--- config.mk ---
export PLATFORM = sky130hd
export DESIGN_NAME = egc_ctrl
export DESIGN_NICKNAME = d
export VERILOG_FILES = /design/src/hdl/egc_pkg.sv /design/src/hdl/egc_ctrl.sv
export SDC_FILE = /design/constraint.sdc
export NUM_CORES = 1
export LEC_CHECK = 0
export ABC_AREA = 1
export BUFFER_PORTS_ARGS = -buffer_cell sky130_fd_sc_hd__buf_2
export CORE_AREA = 2 2 42 44
export DETAILED_ROUTE_END_ITERATION = 6
export DIE_AREA = 0 0 44 46
export PLACE_DENSITY_LB_ADDON = 0.25
export SYNTH_ARGS = -nofsm -noshare
export SYNTH_HDL_FRONTEND = slang
export SYNTH_SLANG_ARGS = --single-unit
--- constraint.sdc ---
create_clock -name i_clk -period 2.9 [get_ports i_clk]
set_clock_uncertainty 0.15 [all_clocks]
set_input_delay 0.435 -clock i_clk [delete_from_list [all_inputs] [get_ports i_clk]]
set_output_delay 0.435 -clock i_clk [all_outputs]
set_load 0.005 [all_outputs]
--- src/hdl/egc_pkg.sv ---
package egc_pkg;

    localparam int unsigned ODD_W   = 7;
    localparam logic [ODD_W-1:0] ODD_MAX = 7'd127;

    typedef enum logic [3:0] {
        ST_IDLE,
        ST_WR_B,
        ST_SCAN,
        ST_SCAN_TAIL,
        ST_WALK_INIT,
        ST_POP,
        ST_LOAD_CUR,
        ST_LOAD_ROW,
        ST_PUSH,
        ST_FINISH
    } t_state;

    typedef enum logic [1:0] {
        VERDICT_NONE    = 2'd0,
        VERDICT_PATH    = 2'd1,
        VERDICT_CIRCUIT = 2'd2
    } t_verdict;

    typedef struct packed {
        logic wr_a;
        logic wr_b;
        logic stats_clear;
        logic scan_rd;
        logic walk_init;
        logic pop;
        logic walk_rd;
        logic load_mask;
        logic push;
        logic finish;
    } t_cmd;

    typedef struct packed {
        logic edge_ok;
        logic scan_last;
        logic stack_empty;
        logic mask_zero;
        logic out_free;
    } t_status;

endpackage

--- src/hdl/egc_ctrl.sv ---
module egc_ctrl
    import egc_pkg::*;
(
    input  logic    i_clk,
    input  logic    i_rst_n,
    input  logic    i_valid,
    input  logic    i_last,
    output logic    o_ready,
    input  t_status i_status,
    output t_cmd    o_cmd
);

    t_state r_state, n_state;
    logic   r_last, n_last;

    always_ff @(posedge i_clk) begin
        if (!i_rst_n) begin
            r_state <= ST_IDLE;
            r_last  <= 1'b0;
        end else begin
            r_state <= n_state;
            r_last  <= n_last;
        end
    end

    always_comb begin
        n_state = r_state;
        n_last  = r_last;
        o_ready = 1'b0;
        o_cmd   = '0;
        unique case (r_state)
            ST_IDLE: begin
                o_ready = 1'b1;
                if (i_valid) begin
                    if (i_status.edge_ok) begin
                        o_cmd.wr_a = 1'b1;
                        n_last     = i_last;
                        n_state    = ST_WR_B;
                    end else if (i_last) begin
                        o_cmd.stats_clear = 1'b1;
                        n_state           = ST_SCAN;
                    end
                end
            end
            ST_WR_B: begin
                o_cmd.wr_b = 1'b1;
                if (r_last) begin
                    o_cmd.stats_clear = 1'b1;
                    n_state           = ST_SCAN;
                end else begin
                    n_state = ST_IDLE;
                end
            end
            ST_SCAN: begin
                o_cmd.scan_rd = 1'b1;
                if (i_status.scan_last) begin
                    n_state = ST_SCAN_TAIL;
                end
            end
            ST_SCAN_TAIL: begin
                n_state = ST_WALK_INIT;
            end
            ST_WALK_INIT: begin
                o_cmd.walk_init = 1'b1;
                n_state         = ST_POP;
            end
            ST_POP: begin
                if (i_status.stack_empty) begin
                    n_state = ST_FINISH;
                end else begin
                    o_cmd.pop = 1'b1;
                    n_state   = ST_LOAD_CUR;
                end
            end
            ST_LOAD_CUR: begin
                o_cmd.walk_rd = 1'b1;
                n_state       = ST_LOAD_ROW;
            end
            ST_LOAD_ROW: begin
                o_cmd.load_mask = 1'b1;
                n_state         = ST_PUSH;
            end
            ST_PUSH: begin
                if (i_status.mask_zero) begin
                    n_state = ST_POP;
                end else begin
                    o_cmd.push = 1'b1;
                end
            end
            ST_FINISH: begin
                if (i_status.out_free) begin
                    o_cmd.finish = 1'b1;
                    n_state      = ST_IDLE;
                end
            end
            default: begin
                n_state = ST_IDLE;
            end
        endcase
    end

endmodule

==> After elaboration in Yosys (flattened, before gate mapping) <==
Index checks and enable logic that the tools add are counted.
{ "totals": {"word_cells": 48, "output_inout_bits": 11, "register_bits": 5, "inputBits": 9} }
{ "op_classes": {"reduce_logical": 3, "n_eq_ne": 14, "mux": 29} }
{ "ops": {"columns": ["operator", "count"], "rows": [
  ["case mux 4 bit (10 select lines)", 1],
  ["two-way mux 4 bit", 7],
  ["two-way mux 1 bit", 19],
  ["equality test 4 x 3 -> 1 bit (second input constant)", 4],
  ["equality test 4 x 2 -> 1 bit (second input constant)", 2],
  ["equality test 4 bit (second input constant)", 2],
  ["!= test 2 bit (second input constant)", 4],
  ["AND reduction 5 bit", 1],
  ["equality test 4 x 1 -> 1 bit (second input constant)", 1],
  ["zero test 4 bit", 1],
  ["!= test 3 bit (second input constant)", 1],
  ["AND reduction 3 bit", 1],
  ["two-way mux 2 bit", 1],
  ["case mux 1 bit (2 select lines)", 1]
]} }

==> Logic depth before layout (Yosys ltp) <==
Gate-level depths: netlist of the first run.
{ "depth": {"depth_word": 4, "mapped_depth": 8, "depth_no_buf": 8} }

==> Worst setup path before layout of the first run <==
OpenSTA, ideal clock, no wires.
{ "synth_timing": {"path_type": "register -> output", "from": "reg r_state[0]", "to": "out o_cmd[0] (netlist bit)", "stages_incl_launch_ff": 5, "required_ns": 2.315, "path_buffers": 0, "arrival_time_ns": 0.891, "slack_ns": 1.424, "cell_sequence": "dfxtp_1 -> inv_2 -> nor2_4 -> inv_1 -> nor4_1"} }
{ "synth_rtl": {"columns": ["item", "line", "text"], "rows": [
  ["start, declared", "egc_ctrl.sv:13", "t_state r_state, n_state;"],
  ["start signal, assigned", "egc_ctrl.sv:21", "r_state <= n_state;"],
  ["end, declared", "egc_ctrl.sv:10", "output t_cmd o_cmd"]
]} }

==> results.cfg, run 1 <==
[finish]
insertedDiodeCount = 0
layout_commonest_cell = sky130_fd_sc_hd__buf_2
area_of_combinational_cells_with_multiple_inputs_um2 = 282
drive_gt1_share_pct = 38.8
fin_nets = 108
register_area_um2 = 100
finish.utilization_pct = 36.9
num-fill-cells = 187
most-common-layout-cells = sky130_fd_sc_hd__buf_2 (19), sky130_fd_sc_hd__inv_1 (14), sky130_fd_sc_hd__nand2_1 (13)
area_delta_synth_final_pct = 31.5

[sta]
final.hold.worst_slack_ps = 306
unrepaired_setup_endpoints_after_global_routing = false
worstMarginPinSlew_ps = 285
finalSetupViolCount = 0
report.final.hold_viol_count = 0
relSlewSlack_pct = 81.0
layout_worst_path_cycle_share_pct = 65.6
total_neg_setup_slack_ps = 0
finalMaxSlewViolations = 0
layout_min_cycle_time_ps = 1900
max_clock_freq_mhz = 525

[route]
antenna_left = 0
detailroute.via_count = 536
drt_drc_violations_left = 0
viasPerCell = 4.66
drt_total_wl_um = 1160
avgRoutedWirePerCell_um = 10.0
drt-initial-drc-count = 14
detailedRoute.firstPassIterationCount = 4

[setup_path]
worstSetupEndpointType = output pin
req_time_crit_path_ps = 2320
r2r_cells = 7
peak_per_stage_delay_on_the_critical_path_ps = 460
largest_fanout_of_any_net_on_the_critical_path = 5
crit-reg2reg-launch = r_state[0]
worst_r2r_endpoint = r_state[2]
critical_path.startpoint_type = register
reg2reg_setup_slack_ps = 1470
critPathSlowestCell = sky130_fd_sc_hd__dfxtp_1
worstSetupPathType = register to output pin
timing.critical_path.from = r_state[0]
path_cells = inv_2 -> nor2_4 -> inv_1 -> nor4_1 -> buf_2
arrival_ps = 1320

[clocking]
tritoncts.num_buffers = 3
tritoncts = done
clock_sinks = 5
path_clk_slew_ps = 50
cts-resized-gates = 0
cts_hold_buf = 0
h-tree-depth = 1
cts_post_setup_buffers_inserted = 0
worstSkewPairLatency_ps = 250
clockRootBuffer = sky130_fd_sc_hd__clkbuf_4
clock_tree.buffer_depth = 2

[worst_hold_path]
worstHoldEndpoint = r_last
hold_depth = 3
hold_path_startpoint = i_last
worst_hold_path_type = input pin to register

[synth]
seq_area_frac_synth_pct = 22.1
number_of_warnings_printed_during_yosys_synthesis = 0
post_synth.cell_area_avg_um2 = 6.04
mappedNetlistNets = 84
syn-instance-count = 75
syn-cell-area_um2 = 453
yosys.cell_types.count = 19
synth-seq-cells = 5

[floorplan]
area_enclosed_by_the_die_boundary_um2 = 2020
die_width_um = 44
pin_count = 20
die_h_um = 46
rows = 15
initial_core_util_pct = 28.1
core-area_um2 = 1610

[power]
report.power.total_uw = 248
ir_drop_mv = 0.159
power.density_nw_per_um2 = 416
leakagePower_nw = 0.365

[run_status]
run_status = finished clean

[run]
drv.max_cap_violation_count = 0

[grt]
grt_first_pass_wirelength_um = 1750
via_count_of_the_first_global_routing_pass = 431
grt_usage_pct = 11.9
pin_count_of_the_biggest_net_entering_global_routing = 9
grt_antenna_before_repair = 0
grt-ovfl-total = 0

[placed_design]
routabilityCongestion = 0.793
portBuffers = 19
dpl.hpwl_um = 934
-- where the power goes --
| group | leakage [nW] | switching (mW) | internal, mW |
|---|---|---|---|
| clock network | 0.0150 | 0.0295 | 0.0521 |
| registers | 0.0407 | 0.00932 | 0.0741 |
| logic | 0.309 | 0.0497 | 0.0331 |
-- metal layers --
metal / GRT usage, % / share of wire [%]
met1: 14.4 / 43
met3: 2.78 / 7.9
met4: 3.64 / 1.2
met5: 0 / 0
met2: 20.9 / 48
-- how the worst max path moves through the flow --
stage	slack, ps	to	depth (start not counted)
floorplan	1420	o_cmd[0]	4
global placement	1240	o_cmd[0]	5
detailed placement	1240	o_cmd[0]	5
CTS	970	o_cmd[0]	5
global route	910	o_cmd[0]	5
finish	1000	o_cmd[0]	5
-- cell families after synthesis --
logic type / after synthesis / synth area share, %
AO/OA/AOI/OAI: 8 / 10.2
buffers and inverters: 19 / 15.7
flip-flops: 5 / 22.1
AND/OR/NAND/NOR: 43 / 51.9
-- critical path: cells and delay by family, from the launching register on --
kind | cells | cell delay [ps]
and+or+nand+nor | 2 | 300
DFF | 1 | 460
buffers and inverters | 3 | 320
-- per-stage QoR --
step                instances  instance area, um^2  setup slack [ps]
global placement          111                  569              1240
global route              115                  596               909
floorplan                  75                  453              1420
detailed placement        111                  569              1240
CTS                       115                  596               971
finish                    115                  596               996
-- area by class of cell --
class / instances / share of cell area, %
sequential: 5 / 16.8
inverter: 19 / 12.0
clock buffer: 4 / 4.41
timing repair buffer: 19 / 16.0
tap: 17 / 3.57
multi-input combinational: 51 / 47.3
-- synth_stat cells, drive strengths merged --
| cell | count | area [um^2] |
|---|---|---|
| nand4 | 1 | 6.26 |
| nand2 | 13 | 48.8 |
| nand3 | 12 | 65.1 |
| o21bai | 1 | 7.51 |
| dfxtp | 5 | 100 |
| inv | 19 | 71.3 |
| nor3 | 1 | 5.00 |
| a21oi | 4 | 23.8 |
| o21ai | 3 | 15.0 |
| nor4 | 2 | 18.8 |
| nor2 | 13 | 83.8 |
| nand3b | 1 | 7.51 |
-- registers in the layout, indices dropped and copies added (netlist names) --
register,flops
r_state,4
r_last,1
No activity file was read; power rests on OpenSTA's default activity.
==> run 2, diff against run 1 <==
Clock period 2.9 ns to 1.7 ns, I/O delays scaled along.
==> results.cfg, run 2 (synthesis gave the netlist of run 1 again) <==
[worst_hold_path]
worst_hold_path_type = input pin to register

[floorplan]
rows = 15
die_width_um = 44
die_h_um = 46
pin_count = 20
core-area_um2 = 1610
area_enclosed_by_the_die_boundary_um2 = 2020
initial_core_util_pct = 28.1

[sta]
unrepaired_setup_endpoints_after_global_routing = true
finalSetupViolCount = 0
report.final.hold_viol_count = 0
layout_min_cycle_time_ps = 1610
worstMarginPinSlew_ps = 266
layout_worst_path_cycle_share_pct = 94.8
final.hold.worst_slack_ps = 145
relSlewSlack_pct = 82.1
finalMaxSlewViolations = 0
max_clock_freq_mhz = 621

[placed_design]
routabilityCongestion = 0.790
post_dp_cell_area_um2 = 569
dpl.hpwl_um = 925
portBuffers = 19

[grt]
grt-ovfl-total = 0
grt_usage_pct = 12.0
via_count_of_the_first_global_routing_pass = 458
grt_first_pass_wirelength_um = 1800
pin_count_of_the_biggest_net_entering_global_routing = 9
grt_antenna_before_repair = 0

[route]
detailedRoute.firstPassIterationCount = 4
drt-initial-drc-count = 3
drt_total_wl_um = 1130
detailroute.via_count = 523
m1WireLength_um = 516
highest-signal-layer = met3
viasPerCell = 4.47
routed-wl-met2_um = 549
antenna_left = 0
drt_drc_violations_left = 0
avgRoutedWirePerCell_um = 9.65
detailroute.wirelength.met3_um = 62

[power]
leakagePower_nw = 0.375
ir_drop_mv = 0.365
report.power.total_uw = 434
power.density_nw_per_um2 = 699

[run_status]
run_status = finished clean

[finish]
layout_commonest_cell = sky130_fd_sc_hd__buf_2
max_flop_register = r_state
insertedDiodeCount = 0
num-fill-cells = 194
layout.cell_area.non_filler_um2 = 621
area_delta_synth_final_pct = 37.0
most-common-layout-cells = sky130_fd_sc_hd__buf_2 (19), sky130_fd_sc_hd__inv_1 (14), sky130_fd_sc_hd__nand2_1 (12)
largest_register_ff_count = 4
top_regs = r_state: 4 flops, r_last: 1 flops
fin_nets = 110
drive_gt1_share_pct = 45.0

[clocking]
tritoncts = done
tritoncts.num_buffers = 3
h-tree-depth = 1
clockRootBuffer = sky130_fd_sc_hd__clkbuf_4
clock_tree.buffer_depth = 2
worstSkewPairLatency_ps = 230
clock_sinks = 5
cts_hold_buf = 0
path_clk_slew_ps = 40

[setup_path]
arrival_ps = 1210
req_time_crit_path_ps = 1290
largest_fanout_of_any_net_on_the_critical_path = 5
worstSetupPathType = register to output pin
reg2reg_setup_slack_ps = 340
worstSetupEndpointType = output pin
critical_path.startpoint_type = register

[run]
drv.max_cap_violation_count = 0
[run 2: cell count changes in the layout (fill, tap and decap cells not counted), sizes merged]
cell  change
buf       +2
[run 2: area by class of cell]
cell class	count	area, um^2	share of cell area (%)
inverter	19	71.3	11.5
tap	17	21.3	3.43
timing repair buffer	21	110	17.7
clock buffer	4	26.3	4.23
multi-input combinational	51	284	45.8
sequential	5	108	17.3
[run 2: stage by stage]
step / util, % / TNS [ps] / setup slack, ps / cells
floorplan: - / 0 / 404 / 75
global placement: 35.3 / 0 / 222 / 111
detailed placement: 35.3 / 0 / 225 / 111
CTS: 37.0 / 0 / 30.3 / 115
global route: 38.4 / -22.9 / -17.2 / 117
finish: 38.4 / 0 / 89.0 / 117
[run 2: worst max-delay path, stage by stage, from the launching register on]
cell and delay, ps:
sky130_fd_sc_hd__dfxtp_4 380, sky130_fd_sc_hd__inv_2 60, sky130_fd_sc_hd__nor2_4 130, sky130_fd_sc_hd__inv_1 70
sky130_fd_sc_hd__nor4_1 170, sky130_fd_sc_hd__buf_2 160
[run 2: final timing paths]
path	from	to	cells after the start
max	r_state[0]	o_cmd[0]	5
max reg2reg	r_state[1]	r_state[1]	7
min reg2reg	r_last	r_last	2
min	i_last	r_last	3
[run 2: metal layers]
layer / GRT usage, % / vias up
met4: 1.82 / 0
met3: 3.97 / 0
li1: - / 286
met1: 13.6 / 222
met5: 0 / -
met2: 22.1 / 15
[run 2: where the power goes]
part | leakage (nW) | total [mW] | internal (mW) | switching (mW)
clock network | 0.0150 | 0.131 | 0.0883 | 0.0424
logic | 0.317 | 0.159 | 0.0707 | 0.0883
registers | 0.0428 | 0.144 | 0.128 | 0.0162
[run 2: timing repair]
| item | 4_1_cts | 5_1_grt |
|---|---|---|
| pin swaps | 0 | 3 |
| resized for setup | 1 | 5 |
| setup endpoints to repair | 1 | 6 |
| setup buffers | 0 | 2 |
==> run 3, diff against run 2 <==
Settings changed: BUFFER_PORTS_ARGS -buffer_cell sky130_fd_sc_hd__buf_2 to -buffer_cell sky130_fd_sc_hd__buf_4.
==> results.cfg, run 3 (synthesis gave the netlist of run 1 again) <==
[setup_path]
critical_path.startpoint_type = register
reg2reg_setup_slack_ps = 350
worst_r2r_endpoint = r_state[0]
worstSetupPathType = register to output pin
largest_fanout_of_any_net_on_the_critical_path = 5
worstSetupEndpointType = output pin
r2r_cells = 7
crit-reg2reg-launch = r_state[1]
req_time_crit_path_ps = 1290
arrival_ps = 1200

[clocking]
h-tree-depth = 1
clock_sinks = 5
tritoncts.num_buffers = 3
clock_tree.buffer_depth = 2
clockRootBuffer = sky130_fd_sc_hd__clkbuf_4
path_clk_slew_ps = 50
tritoncts = done
cts_hold_buf = 0
worstSkewPairLatency_ps = 240

[power]
ir_drop_mv = 0.275
report.power.total_uw = 458
comb_power_share_pct = 38.3
power.density_nw_per_um2 = 685
power_frac_clock_pct = 30.3
leakagePower_nw = 0.381
p_sw_uw = 156
switching_share_pct = 34.1
internal_power_component_uw = 302
seqPwrFrac_pct = 31.4

[finish]
insertedDiodeCount = 0
area_delta_synth_final_pct = 47.5
max_flop_register = r_state
most-common-layout-cells = sky130_fd_sc_hd__buf_4 (21), sky130_fd_sc_hd__inv_1 (13), sky130_fd_sc_hd__nand2_1 (12)
layout_commonest_cell = sky130_fd_sc_hd__buf_4
fin_cells = 117
largest_register_ff_count = 4
fin_nets = 110
num-fill-cells = 183
drive_gt1_share_pct = 46.0
layout.cell_area.non_filler_um2 = 668
top_regs = r_state: 4 flops, r_last: 1 flops
finish.utilization_pct = 41.4

[grt]
grt_usage_pct = 12.4
grt_first_pass_wirelength_um = 1910
grt-ovfl-total = 0
grt_antenna_before_repair = 0
via_count_of_the_first_global_routing_pass = 475
pin_count_of_the_biggest_net_entering_global_routing = 9
global_route.usage.met2_pct = 22.1
global_route.peak_usage_layer = met2
groute.layer.met1.usage_pct = 15.8
grt.met3_usage_pct = 2.38

[sta]
layout_setup_ws_ps = 90.3
layout_worst_path_cycle_share_pct = 94.7
finalMaxSlewViolations = 0
max_clock_freq_mhz = 621
relSlewSlack_pct = 82.4
layout_min_cycle_time_ps = 1610
finalSetupViolCount = 0
worstMarginPinSlew_ps = 262
total_neg_setup_slack_ps = 0
final.hold.worst_slack_ps = 132
report.final.hold_viol_count = 0

[route]
drt-initial-drc-count = 11
detailroute.via_count = 524
drt_drc_violations_left = 0
avgRoutedWirePerCell_um = 9.61
viasPerCell = 4.48
antenna_left = 0
detailedRoute.firstPassIterationCount = 3
drt_total_wl_um = 1120

[floorplan]
die_h_um = 46
area_enclosed_by_the_die_boundary_um2 = 2020
die_width_um = 44
pin_count = 20
rows = 15
initial_core_util_pct = 28.1
core-area_um2 = 1610

[worst_hold_path]
hold_depth = 3
hold_path_startpoint = i_last
worstHoldEndpoint = r_last
worst_hold_path_type = input pin to register

[placed_design]
post_dp_cell_area_um2 = 617
placedCellCount = 111
routabilityCongestion = 0.812
portBuffers = 19
pre_cts_setup_slack_ps = 220
dpl.hpwl_um = 903

[run_status]
run_status = finished clean

[run]
drv.max_cap_violation_count = 0
[run 3: final cells by class]
type	count	area, um^2	area share [%]
tap	17	21.3	3.18
inverter	19	71.3	10.7
multi-input combinational	51	284	42.5
timing repair buffer	21	158	23.6
clock buffer	4	26.3	3.93
sequential	5	108	16.1
[run 3: per-layer routing]
| metal | share of wire [%] | vias to the layer above |
|---|---|---|
| li1 | - | 286 |
| met1 | 47 | 223 |
| met2 | 47 | 15 |
| met3 | 5.8 | 0 |
| met4 | 0 | 0 |
| met5 | 0 | - |
[run 3: repair_timing]
action / CTS / global route
endpoints found under the setup margin: 2 / 6
pin swaps: 0 / 3
gates cloned: 0 / 0
buffers inserted: 0 / 2
resized for setup: 1 / 6
[run 3: worst max-delay path, cell delays in order (launching register included)]
cell and delay [ps]:
sky130_fd_sc_hd__dfxtp_4 380, sky130_fd_sc_hd__inv_2 60, sky130_fd_sc_hd__nor2_4 130, sky130_fd_sc_hd__inv_1 70, sky130_fd_sc_hd__nor4_1 170, sky130_fd_sc_hd__buf_4 150
[run 3: worst max path at each step]
| stage | endpoint | cells after the start | start | slack [ps] |
|---|---|---|---|---|
| after floorplan | o_cmd[0] | 4 | r_state[0] | 400 |
| after global placement | o_cmd[0] | 5 | r_state[0] | 200 |
| after detailed placement | o_cmd[0] | 5 | r_state[0] | 220 |
| after CTS | o_cmd[4] | 5 | r_state[2] | 20 |
| after global routing | o_cmd[9] | 6 | r_state[2] | -7 |
| final | o_cmd[0] | 5 | r_state[0] | 90 |
[run 3: power by group through the flow]
stage	Sequential (mW)	Clock, mW	Combinational (mW)
final	0.144	0.139	0.175
after global routing	0.145	0.146	0.198
after CTS	0.143	0.140	0.156
after detailed placement	0.144	0	0.156
after global placement	0.145	0	0.156
after floorplan	0.142	0	0.0985
